<file path="config.mk">
export PLATFORM = sky130hd
export DESIGN_NAME = wheel_speed_step_regulator
export DESIGN_NICKNAME = d
export VERILOG_FILES = /design/src/hw/rtl/wssr_pkg.sv /design/src/hw/rtl/wssr_front.sv /design/src/hw/rtl/wssr_queue.sv /design/src/hw/rtl/wssr_div.sv /design/src/hw/rtl/wssr_back.sv /design/src/hw/rtl/wheel_speed_step_regulator.sv
export SDC_FILE = /design/constraint.sdc
export NUM_CORES = 1
export LEC_CHECK = 0
export BUFFER_PORTS_ARGS = -buffer_cell sky130_fd_sc_hd__buf_2
export CAP_MARGIN = 20
export CORE_MARGIN = 3
export CORE_UTILIZATION = 60
export CTS_BUF_LIST = sky130_fd_sc_hd__clkbuf_16
export CTS_CLUSTER_DIAMETER = 80
export DETAILED_ROUTE_END_ITERATION = 6
export GPL_ROUTABILITY_DRIVEN = 1
export PLACE_DENSITY = 0.83
export REMOVE_ABC_BUFFERS = 1
export SLEW_MARGIN = 25
export SYNTH_ARGS = -nofsm -noshare
export SYNTH_HDL_FRONTEND = slang
export SYNTH_HIERARCHICAL = 1
export SYNTH_SLANG_ARGS = --single-unit
</file>
<file path="constraint.sdc">
create_clock -name clk -period 17.71 [get_ports clk]
set_input_delay 0.8855 -clock clk [delete_from_list [all_inputs] [get_ports clk]]
set_output_delay 0.8855 -clock clk [all_outputs]
set_load 0.1 [all_outputs]
</file>
<file path="src/hw/rtl/wssr_pkg.sv">
// shared types and constants for the wheel speed step regulator
// no dependencies; imported by every module of the block
`timescale 1ns / 1ps

package wssr_pkg;

	localparam int PERIOD_W = 16;
	localparam int SUM_W    = 22;
	localparam int CNT_W    = 6;
	localparam int DUTY_W   = 14;
	localparam int RPM_W    = 16;
	localparam int TGT_W    = 8;
	localparam int TOL_W    = 6;
	localparam int CFG_IDX_W = 2;
	localparam int CFG_DAT_W = 8;

	localparam logic [SUM_W-1:0]  RATE_NUMERATOR = 22'd2000000;
	localparam logic [RPM_W-1:0]  RPM_MAX        = 16'hFFFF;
	localparam logic [DUTY_W-1:0] DUTY_STEP      = 14'd100;
	localparam logic [DUTY_W-1:0] DUTY_CEILING   = 14'd14898;
	localparam logic [DUTY_W-1:0] DUTY_RESET     = 14'd3750;
	localparam logic [TGT_W-1:0]  TARGET_RESET   = 8'd50;
	localparam logic [TOL_W-1:0]  TOL_RESET      = 6'd3;

	// configuration register indexes
	localparam logic [CFG_IDX_W-1:0] REG_TARGET_LEFT  = 2'd0;
	localparam logic [CFG_IDX_W-1:0] REG_TARGET_RIGHT = 2'd1;
	localparam logic [CFG_IDX_W-1:0] REG_TOLERANCE    = 2'd2;

	typedef struct packed {
		logic [PERIOD_W-1:0] period_left;
		logic [PERIOD_W-1:0] period_right;
	} sample_t;

	typedef struct packed {
		logic [DUTY_W-1:0] duty_left;
		logic [DUTY_W-1:0] duty_right;
		logic [RPM_W-1:0]  rpm_left;
		logic [RPM_W-1:0]  rpm_right;
		logic              zero_average;
	} result_t;

	typedef struct packed {
		logic [SUM_W-1:0] sum_left;
		logic [SUM_W-1:0] sum_right;
	} sums_t;

	typedef struct packed {
		logic  empty;
		sums_t data;
	} queue_rd_t;

	typedef struct packed {
		logic [TGT_W-1:0] target_left;
		logic [TGT_W-1:0] target_right;
		logic [TOL_W-1:0] tolerance;
	} cfg_t;

	typedef struct packed {
		logic              start;
		logic [SUM_W-1:0]  dividend;
		logic [RPM_W-1:0]  divisor;
	} div_req_t;

	typedef struct packed {
		logic             done;
		logic [SUM_W-1:0] quotient;
	} div_rsp_t;

endpackage

</file>
<file path="src/hw/rtl/wssr_front.sv">
// front end: accepts samples and keeps the per-wheel running period sums
// depends on wssr_pkg; hands finished sum pairs to the queue
`timescale 1ns / 1ps

module wssr_front #(
	parameter int SAMPLES_PER_UPDATE = 10
) (
	input  logic             clk,
	input  logic             arst_n,
	input  logic             accept,
	input  wssr_pkg::sample_t sample,
	output logic             q_push,
	output wssr_pkg::sums_t  q_data
);
	import wssr_pkg::*;

	localparam int N_W = CNT_W + 1;
	localparam logic [N_W-1:0] N_SAMPLES = N_W'(SAMPLES_PER_UPDATE);

	logic [CNT_W-1:0] count_q;
	logic [SUM_W-1:0] sum_l_q;
	logic [SUM_W-1:0] sum_r_q;
	logic [SUM_W-1:0] sum_l_nxt;
	logic [SUM_W-1:0] sum_r_nxt;
	logic             last;

	assign sum_l_nxt = sum_l_q + SUM_W'(sample.period_left);
	assign sum_r_nxt = sum_r_q + SUM_W'(sample.period_right);
	assign last      = !(({1'b0, count_q} + N_W'(1)) < N_SAMPLES);

	assign q_push = accept && last;
	assign q_data = '{sum_left: sum_l_nxt, sum_right: sum_r_nxt};

	always_ff @(posedge clk or negedge arst_n) begin
		if (!arst_n) begin
			count_q <= '0;
			sum_l_q <= '0;
			sum_r_q <= '0;
		end else if (accept) begin
			if (last) begin
				count_q <= '0;
				sum_l_q <= '0;
				sum_r_q <= '0;
			end else begin
				count_q <= count_q + CNT_W'(1);
				sum_l_q <= sum_l_nxt;
				sum_r_q <= sum_r_nxt;
			end
		end
	end

endmodule

</file>
<file path="src/hw/rtl/wssr_queue.sv">
// two-entry queue of sum pairs between front and back
// depends on wssr_pkg
`timescale 1ns / 1ps

module wssr_queue (
	input  logic                clk,
	input  logic                arst_n,
	input  logic                push,
	input  wssr_pkg::sums_t     wdata,
	output logic                full,
	input  logic                pop,
	output wssr_pkg::queue_rd_t rd
);
	import wssr_pkg::*;

	sums_t      entry_q [2];
	logic       wr_ptr_q;
	logic       rd_ptr_q;
	logic [1:0] fill_q;
	logic       do_push;
	logic       do_pop;

	assign full     = (fill_q == 2'd2);
	assign rd.empty = (fill_q == 2'd0);
	assign rd.data  = entry_q[rd_ptr_q];
	assign do_push  = push && !full;
	assign do_pop   = pop && !rd.empty;

	always_ff @(posedge clk or negedge arst_n) begin
		if (!arst_n) begin
			wr_ptr_q <= 1'b0;
			rd_ptr_q <= 1'b0;
			fill_q   <= 2'd0;
		end else begin
			if (do_push) begin
				wr_ptr_q <= !wr_ptr_q;
			end
			if (do_pop) begin
				rd_ptr_q <= !rd_ptr_q;
			end
			if (do_push && !do_pop) begin
				fill_q <= fill_q + 2'd1;
			end else if (do_pop && !do_push) begin
				fill_q <= fill_q - 2'd1;
			end
		end
	end

	always_ff @(posedge clk) begin
		if (do_push) begin
			entry_q[wr_ptr_q] <= wdata;
		end
	end

endmodule

</file>
<file path="src/hw/rtl/wssr_div.sv">
// shared restoring divider, one quotient bit per cycle
// depends on wssr_pkg; divisor must be nonzero
`timescale 1ns / 1ps

module wssr_div (
	input  logic               clk,
	input  logic               arst_n,
	input  wssr_pkg::div_req_t req,
	output wssr_pkg::div_rsp_t rsp
);
	import wssr_pkg::*;

	localparam int STEP_W = $clog2(SUM_W);

	logic [RPM_W:0]    rem_q;
	logic [SUM_W-1:0]  dvd_q;
	logic [RPM_W-1:0]  dsr_q;
	logic [STEP_W-1:0] step_q;
	logic              busy_q;
	logic              done_q;
	logic [RPM_W:0]    rem_sh;
	logic [RPM_W+1:0]  diff;

	assign rem_sh = {rem_q[RPM_W-1:0], dvd_q[SUM_W-1]};
	assign diff   = {1'b0, rem_sh} - {2'b0, dsr_q};

	assign rsp.done     = done_q;
	assign rsp.quotient = dvd_q;

	always_ff @(posedge clk or negedge arst_n) begin
		if (!arst_n) begin
			busy_q <= 1'b0;
			done_q <= 1'b0;
			step_q <= '0;
			rem_q  <= '0;
			dvd_q  <= '0;
			dsr_q  <= '0;
		end else begin
			done_q <= 1'b0;
			if (req.start) begin
				busy_q <= 1'b1;
				step_q <= STEP_W'(SUM_W - 1);
				rem_q  <= '0;
				dvd_q  <= req.dividend;
				dsr_q  <= req.divisor;
			end else if (busy_q) begin
				if (!diff[RPM_W+1]) begin
					rem_q <= diff[RPM_W:0];
				end else begin
					rem_q <= rem_sh;
				end
				dvd_q <= {dvd_q[SUM_W-2:0], !diff[RPM_W+1]};
				if (step_q == '0) begin
					busy_q <= 1'b0;
					done_q <= 1'b1;
				end else begin
					step_q <= step_q - STEP_W'(1);
				end
			end
		end
	end

endmodule

</file>
<file path="src/hw/rtl/wssr_back.sv">
// back end: averages, speed division, deadband duty step and result register
// depends on wssr_pkg and drives the shared divider wssr_div
`timescale 1ns / 1ps

module wssr_back #(
	parameter int SAMPLES_PER_UPDATE = 10
) (
	input  logic                clk,
	input  logic                arst_n,
	input  wssr_pkg::queue_rd_t q_rd,
	output logic                q_pop,
	input  wssr_pkg::cfg_t      cfg,
	output wssr_pkg::div_req_t  div_req,
	input  wssr_pkg::div_rsp_t  div_rsp,
	output logic                empty,
	input  logic                pop,
	output wssr_pkg::result_t   result
);
	import wssr_pkg::*;

	// floor divide by the sample count through a rounded-up reciprocal,
	// exact over the whole sum range
	localparam int AVG_SHIFT = SUM_W + $clog2(SAMPLES_PER_UPDATE);
	localparam int RECIP_W   = SUM_W + 1;
	localparam int PROD_W    = SUM_W + RECIP_W;
	localparam logic [RECIP_W-1:0] AVG_RECIP = RECIP_W'(((64'd1 << AVG_SHIFT)
		+ 64'(SAMPLES_PER_UPDATE) - 64'd1) / 64'(SAMPLES_PER_UPDATE));

	typedef enum logic [3:0] {
		S_IDLE,
		S_AVG_L,
		S_AVG_R,
		S_RPM_L_GO,
		S_RPM_L,
		S_RPM_R_GO,
		S_RPM_R,
		S_REG
	} state_t;

	state_t            state_q;
	logic              div_start_q;
	logic [SUM_W-1:0]  dividend_q;
	logic [RPM_W-1:0]  divisor_q;
	logic [SUM_W-1:0]  sum_r_q;
	logic [RPM_W-1:0]  avg_l_q;
	logic [RPM_W-1:0]  avg_r_q;
	logic [RPM_W-1:0]  rpm_l_q;
	logic [RPM_W-1:0]  rpm_r_q;
	logic              zero_q;
	logic [DUTY_W-1:0] duty_l_q;
	logic [DUTY_W-1:0] duty_r_q;
	logic              out_valid_q;
	result_t           result_q;
	logic [RPM_W-1:0]  quot_sat;
	logic [DUTY_W-1:0] duty_l_nxt;
	logic [DUTY_W-1:0] duty_r_nxt;
	logic              out_free;
	logic [SUM_W-1:0]  avg_sum;
	logic [PROD_W-1:0] avg_prod;
	logic [RPM_W-1:0]  avg_quot;

	function automatic logic [DUTY_W-1:0] regulate(
		input logic [DUTY_W-1:0] duty,
		input logic [RPM_W-1:0]  rpm,
		input logic [TGT_W-1:0]  target,
		input logic [TOL_W-1:0]  tol
	);
		logic [RPM_W:0] hi;
		logic [RPM_W:0] rpm_plus_tol;
		logic [DUTY_W-1:0] res;
		hi           = (RPM_W+1)'(target) + (RPM_W+1)'(tol);
		rpm_plus_tol = {1'b0, rpm} + (RPM_W+1)'(tol);
		res          = duty;
		// the second test, rpm < target - tol, is rewritten without a signed difference
		if (({1'b0, rpm} > hi) && (duty > DUTY_STEP)) begin
			res = duty - DUTY_STEP;
		end else if ((rpm_plus_tol < (RPM_W+1)'(target)) && (duty < DUTY_CEILING)) begin
			res = duty + DUTY_STEP;
		end
		return res;
	endfunction

	assign avg_sum  = (state_q == S_AVG_L) ? dividend_q : sum_r_q;
	assign avg_prod = PROD_W'(avg_sum) * PROD_W'(AVG_RECIP);
	assign avg_quot = avg_prod[AVG_SHIFT +: RPM_W];

	assign quot_sat   = (div_rsp.quotient[SUM_W-1:RPM_W] != '0) ? RPM_MAX
		: div_rsp.quotient[RPM_W-1:0];
	assign duty_l_nxt = regulate(duty_l_q, rpm_l_q, cfg.target_left, cfg.tolerance);
	assign duty_r_nxt = regulate(duty_r_q, rpm_r_q, cfg.target_right, cfg.tolerance);
	assign out_free   = !out_valid_q || pop;

	assign q_pop   = (state_q == S_IDLE) && !q_rd.empty;
	assign div_req = '{start: div_start_q, dividend: dividend_q, divisor: divisor_q};
	assign empty   = !out_valid_q;
	assign result  = result_q;

	always_ff @(posedge clk or negedge arst_n) begin
		if (!arst_n) begin
			state_q     <= S_IDLE;
			div_start_q <= 1'b0;
			dividend_q  <= '0;
			divisor_q   <= '0;
			sum_r_q     <= '0;
			avg_l_q     <= '0;
			avg_r_q     <= '0;
			rpm_l_q     <= '0;
			rpm_r_q     <= '0;
			zero_q      <= 1'b0;
			duty_l_q    <= DUTY_RESET;
			duty_r_q    <= DUTY_RESET;
			out_valid_q <= 1'b0;
			result_q    <= '0;
		end else begin
			div_start_q <= 1'b0;
			if (pop && out_valid_q) begin
				out_valid_q <= 1'b0;
			end
			unique case (state_q)
				S_IDLE: begin
					if (!q_rd.empty) begin
						sum_r_q    <= q_rd.data.sum_right;
						dividend_q <= q_rd.data.sum_left;
						zero_q     <= 1'b0;
						state_q    <= S_AVG_L;
					end
				end
				S_AVG_L: begin
					avg_l_q <= avg_quot;
					state_q <= S_AVG_R;
				end
				S_AVG_R: begin
					avg_r_q <= avg_quot;
					state_q <= S_RPM_L_GO;
				end
				S_RPM_L_GO: begin
					if (avg_l_q == '0) begin
						rpm_l_q <= RPM_MAX;
						zero_q  <= 1'b1;
						state_q <= S_RPM_R_GO;
					end else begin
						dividend_q  <= RATE_NUMERATOR;
						divisor_q   <= avg_l_q;
						div_start_q <= 1'b1;
						state_q     <= S_RPM_L;
					end
				end
				S_RPM_L: begin
					if (div_rsp.done) begin
						rpm_l_q <= quot_sat;
						state_q <= S_RPM_R_GO;
					end
				end
				S_RPM_R_GO: begin
					if (avg_r_q == '0) begin
						rpm_r_q <= RPM_MAX;
						zero_q  <= 1'b1;
						state_q <= S_REG;
					end else begin
						dividend_q  <= RATE_NUMERATOR;
						divisor_q   <= avg_r_q;
						div_start_q <= 1'b1;
						state_q     <= S_RPM_R;
					end
				end
				S_RPM_R: begin
					if (div_rsp.done) begin
						rpm_r_q <= quot_sat;
						state_q <= S_REG;
					end
				end
				S_REG: begin
					// wait for the result register to drain
					if (out_free) begin
						duty_l_q    <= duty_l_nxt;
						duty_r_q    <= duty_r_nxt;
						result_q    <= '{duty_left: duty_l_nxt, duty_right: duty_r_nxt,
							rpm_left: rpm_l_q, rpm_right: rpm_r_q, zero_average: zero_q};
						out_valid_q <= 1'b1;
						state_q     <= S_IDLE;
					end
				end
				default: begin
					state_q <= S_IDLE;
				end
			endcase
		end
	end

endmodule

</file>
<file path="src/hw/rtl/wheel_speed_step_regulator.sv">
// wheel speed step regulator: items are taken one per cycle while full is low;
// every SAMPLES_PER_UPDATE-th item queues a sum pair for the back end
// before empty falls, an update can wait behind an earlier update or for the result
// register to drain; a zero average skips that wheel's speed division
// back end runs at most two 22-step speed divisions per update on the shared
// divider; full rises when two sum pairs wait. reset (arst_n low, asynchronous)
// clears sums and queue, restores duties to 3750 and the config registers
`timescale 1ns / 1ps

module wheel_speed_step_regulator #(
	parameter int SAMPLES_PER_UPDATE = 10
) (
	input  logic                                 clk,
	input  logic                                 arst_n,
	input  logic                                 push,
	output logic                                 full,
	input  wssr_pkg::sample_t                    sample,
	output logic                                 empty,
	input  logic                                 pop,
	output wssr_pkg::result_t                    result,
	input  logic                                 cfg_we,
	input  logic [wssr_pkg::CFG_IDX_W-1:0]       cfg_index,
	input  logic [wssr_pkg::CFG_DAT_W-1:0]       cfg_wdata
);
	import wssr_pkg::*;

	cfg_t      cfg_q;
	logic      accept;
	logic      q_push;
	sums_t     q_wdata;
	logic      q_pop;
	queue_rd_t q_rd;
	div_req_t  div_req;
	div_rsp_t  div_rsp;

	assign accept = push && !full;

	always_ff @(posedge clk or negedge arst_n) begin
		if (!arst_n) begin
			cfg_q <= '{target_left: TARGET_RESET, target_right: TARGET_RESET,
				tolerance: TOL_RESET};
		end else if (cfg_we) begin
			unique case (cfg_index)
				REG_TARGET_LEFT:  cfg_q.target_left  <= cfg_wdata;
				REG_TARGET_RIGHT: cfg_q.target_right <= cfg_wdata;
				REG_TOLERANCE:    cfg_q.tolerance    <= cfg_wdata[TOL_W-1:0];
				default: begin
				end
			endcase
		end
	end

	wssr_front #(
		.SAMPLES_PER_UPDATE(SAMPLES_PER_UPDATE)
	) u_front (
		.clk    (clk),
		.arst_n (arst_n),
		.accept (accept),
		.sample (sample),
		.q_push (q_push),
		.q_data (q_wdata)
	);

	wssr_queue u_queue (
		.clk    (clk),
		.arst_n (arst_n),
		.push   (q_push),
		.wdata  (q_wdata),
		.full   (full),
		.pop    (q_pop),
		.rd     (q_rd)
	);

	wssr_div u_div (
		.clk    (clk),
		.arst_n (arst_n),
		.req    (div_req),
		.rsp    (div_rsp)
	);

	wssr_back #(
		.SAMPLES_PER_UPDATE(SAMPLES_PER_UPDATE)
	) u_back (
		.clk     (clk),
		.arst_n  (arst_n),
		.q_rd    (q_rd),
		.q_pop   (q_pop),
		.cfg     (cfg_q),
		.div_req (div_req),
		.div_rsp (div_rsp),
		.empty   (empty),
		.pop     (pop),
		.result  (result)
	);

endmodule

</file>
==> results.md <==
Finish:
- The area growth from synthesis to final layout is 7.653%.
- The net count of the finished layout is 3517.
- In the final layout, the share of cells above drive strength 1 is 12.07%.
- The number of antenna repair diodes is 0.

Synthesis:
- The combinational family with the most area after synthesis is adder cells.
- The proportion of synthesized area in mux cells is 5.637%.
- The number of flip-flops and latches in the synthesized netlist is 425.
- The gate count after technology mapping is 3004.
- In this run the mean area of a mapped cell was 9.982 sq um.
- The most used flip-flop cell after synthesis is dfrtp_1.
- For this run, the number of Yosys warnings is 6.
- The synthesized cell area is 29990 sq um.
- After Yosys synthesis, XOR and XNOR cells account for 3.563% of the synthesized area.
- Of all cell types, the one taking the most synthesized area is dfrtp_1.
- Yosys mapped the design onto 104 distinct sky130hd cell types.
- The number of enable flip-flop cells after synthesis is 88.
- The most common cell in the synthesized netlist is nand2_1.
- The synthesized netlist devotes 21.38% of its cell area to adder and majority cells.
- The post-synthesis compound-gate area fraction is 12.41%.
- The area fraction in and, or, nand and nor cells after synthesis is 13.59%.
- The commonest cells after synthesis are nand2_1, inv_1, dfrtp_1.
- In this run the biggest area consumer among cell types represents 26.45% of the synthesized area.
- Ranked by total cell area, the synthesized netlist is headed by dfrtp_1, ha_1, fa_1, edfxtp_1, nand2_1.
- The fraction of synthesis flops using an asynchronous set or reset pin is 79.29%.
- The sequential share of the synthesized area is 37.02%.

STA:
- The final critical path time including I/O delays and setup is 8664 ps.
- The final max-slew violation count came to 0.
- The number of hold violations in the final report is 0.
- In the final timing run, aggregate negative setup slack is 0 ps.
- The post-route clock period utilization is 48.92%.
- The headroom to the max-slew limit is 30.62%.
- The fmax is 115.4 MHz.
- At the pin with the least slew margin, the transition time is 1038 ps.
- On the final layout, the worst clock skew is 29.72 ps.
- Setup repair after global routing left no endpoint under its margin.
- The final-report setup violation count is 0.

Global route:
- The fraction of met1 tracks used by global routing is 33.81%.
- The global route total overflow is 0.
- The number of global-route vias before repair was 23110.
- For met3 alone, demand over resource in global routing was 3.470%.
- The maximum number of pins on one net before global-route repair is 160.
- The overall track demand over capacity in global routing is 27.29%.
- The initial antenna violation count is 0.
- The met2 demand-to-capacity share in global routing is 47.56%.
- met2 is the most crowded layer.
- The first global-routing pass estimated 117500 microns of wire.

Floorplan:
- For this design the top-level I/O count stands at 110.
- The total number of placement rows is 81.
- The initial core utilization is 61.01%.
- The full die area is 52700 sq um.
- The floorplan die width is 229.6 microns.
- The overall die height is 229.6 microns.
- The area of the core is 49150 sq um.

Route:
- Dividing the detail-routed via count by the number of cells gives 5.902.
- The first-pass iteration count of the detailed router is 6.
- The via count of the routed design is 22110.
- In this run, the number of DRC markers left after iteration 0 of detailed routing was 1551.
- The count of nets left with antenna violations after detail routing is 0.
- The post-detailed-route wirelength per cell is 18.88 microns.
- The total routed wirelength is 70750 microns.
- After detailed routing, the number of remaining DRC violations is 0.

Worst setup path:
- The depth of the worst register-to-register path is 27.
- Data on the critical path is required at its endpoint by 18230 ps.
- The most critical setup path has its startpoint at u_back/state_q[1].
- The worst setup path is captured at a register.
- In this run the critical register-to-register path is launched from u_back/state_q[1].
- Data arrives at the worst endpoint at 9180 ps.
- The top fanout value on the critical path is 51.
- The startpoint type of the worst setup path is a register.
- The most critical setup path has its endpoint at u_back/avg_l_q[10].
- The critical register-to-register path endpoint is u_back/avg_l_q[10].
- The category of the most critical setup path is reg2reg.
- The minimum setup slack among reg-to-reg paths is 9050 ps.

Place:
- Port buffering added 107 buffers.
- Routability-driven placement finished with a final weighted congestion of 0.9347.
- The HPWL after detailed placement is 53880 microns.

Flow run:
- The tool flagged a number of max-cap violations equal to 0.

CTS:
- TritonCTS created 46 clock buffers.
- The clock latency on the worst-skew pair is 590 ps.
- The maximum level of the CTS H-tree is 2.
- The register clock-pin slew on the reported worst setup and hold paths is 60 ps.
- The number of clock sinks seen by CTS is 425.
- The number of gates given a new drive strength after cts is 0.
- Post-CTS timing repair inserted 0 buffers for setup.
- After clock tree synthesis, the flow added hold-fix buffers numbering 0.
- The clock passes through at most 3 buffers.
- CTS placed an instance of clkbuf_16 at the clock tree root.
- The clock tree from TritonCTS is yes.

Hold path:
- The classification of the worst-slack hold path is in2async.

Outcome:
- The flow ran to the end, and the final reports show no timing, DRC or antenna violations.
-- layout by cell type (no fill, tap or decap), types with 9 or more instances in the layout --
cell | Yosys | layout
a21oi_1 | 117 | 117
a211oi_1 | 13 | 13
nand4_1 | 25 | 25
mux2_4 | 39 | 39
nor2_1 | 165 | 162
fa_1 | 149 | 149
or2_2 | 12 | 12
edfxtp_1 | 88 | 88
mux2i_1 | 53 | 53
o31ai_1 | 25 | 24
a31oi_1 | 20 | 20
nand2b_1 | 24 | 23
nor2b_1 | 38 | 36
nor4_1 | 24 | 23
o21ai_1 | 17 | 16
clkinv_1 | 1 | 9
a22o_1 | 17 | 17
buf_2 | 7 | 106
a21o_1 | 31 | 31
o21a_1 | 13 | 13
o211ai_1 | 9 | 9
nor3_1 | 55 | 55
nand3_1 | 62 | 62
xnor2_1 | 88 | 88
and3_1 | 17 | 16
dfrtp_1 | 317 | 314
clkbuf_16 | 0 | 47
a211o_1 | 9 | 9
buf_4 | 18 | 18
o21ai_0 | 157 | 157
nand2_1 | 377 | 377
mux2_2 | 51 | 51
xor2_1 | 34 | 34
ha_1 | 274 | 274
dfstp_2 | 20 | 20
o21bai_1 | 12 | 12
and2_1 | 13 | 13
inv_1 | 332 | 347
-- flip-flops by register name, indices dropped and copies added, names as in the netlist, 22 cells and up --
signal,flops
cfg_q,22
u_back/dividend_q,22
u_back/result,46
u_back/sum_r_q,22
u_div/dvd_q,22
u_front/sum_l_q,22
u_front/sum_r_q,22
u_queue/entry_q,88
-- layer usage --
layer	vias to the layer above	wire, microns
li1	10390	-
met1	10810	28420
met2	722	35170
met3	194	3530
met4	0	3633
met5	-	0
-- metrics by stage --
step	cells	instance area, sq um	worst slack [ps]	hold slack (ps)	util (%)
finish	3747	32280	9046	276.7	65.67
global route	3747	32280	8551	325.6	65.67
CTS	3747	32270	9163	304.6	65.65
detailed placement	3663	30910	9200	458.2	62.88
global placement	3663	30900	9382	456.4	62.87
floorplan	2872	29330	9512	453.7	-
-- area by class of cell --
cell class	count	area (sq um)
Multi-Input combinational cell	2114	17030
Tap cell	664	830.8
Fill cell	3824	16870
Clock buffer	47	1176
Inverter	333	1250
Timing Repair Buffer	127	711.9
Sequential cell	425	11100
Clock inverter	37	182.7
-- worst max-delay path: stages (launching register included) --
cell and delay, ps:
dfrtp_1 530, nand2b_1 260, or2_2 300, buf_4 290, nand2_1 120, nand2_1 190
ha_1 380, inv_1 70, fa_1 500, fa_1 610, inv_1 70, fa_1 580
inv_1 80, fa_1 540, inv_1 60, fa_1 550, inv_1 60, fa_1 500
inv_1 50, ha_1 280, nand2_1 90, o21ai_0 130, a2111oi_0 740, a2111o_1 350
a21oi_1 160, a211o_1 360, or4b_2 640, nand3_1 100
-- how the worst min path moves through the flow --
stage	from	end	slack, ps	cells past startpoint
2_1_floorplan	u_back/divisor_q[10]	u_div/dsr_q[10]	450	2
3_3_place_gp	u_back/result[10]	u_back/result[10]	460	2
3_5_place_dp	u_back/result[18]	u_back/result[18]	460	2
4_1_cts	arst_n	u_back/result[42]	300	1
5_1_grt	arst_n	u_back/result[42]	330	1
6_report	arst_n	u_back/result[42]	280	1
-- cells by family after synthesis --
family          after synthesis
compound gates              553
buf+inv                     466
simple gates                871
xor+xnor                    122
mux                         143
flops                       425
fa+ha+maj                   423
other cells                   1
Power is not shown: default switching activity piles up to over one toggle a cycle in this logic, so the estimate is an artifact.
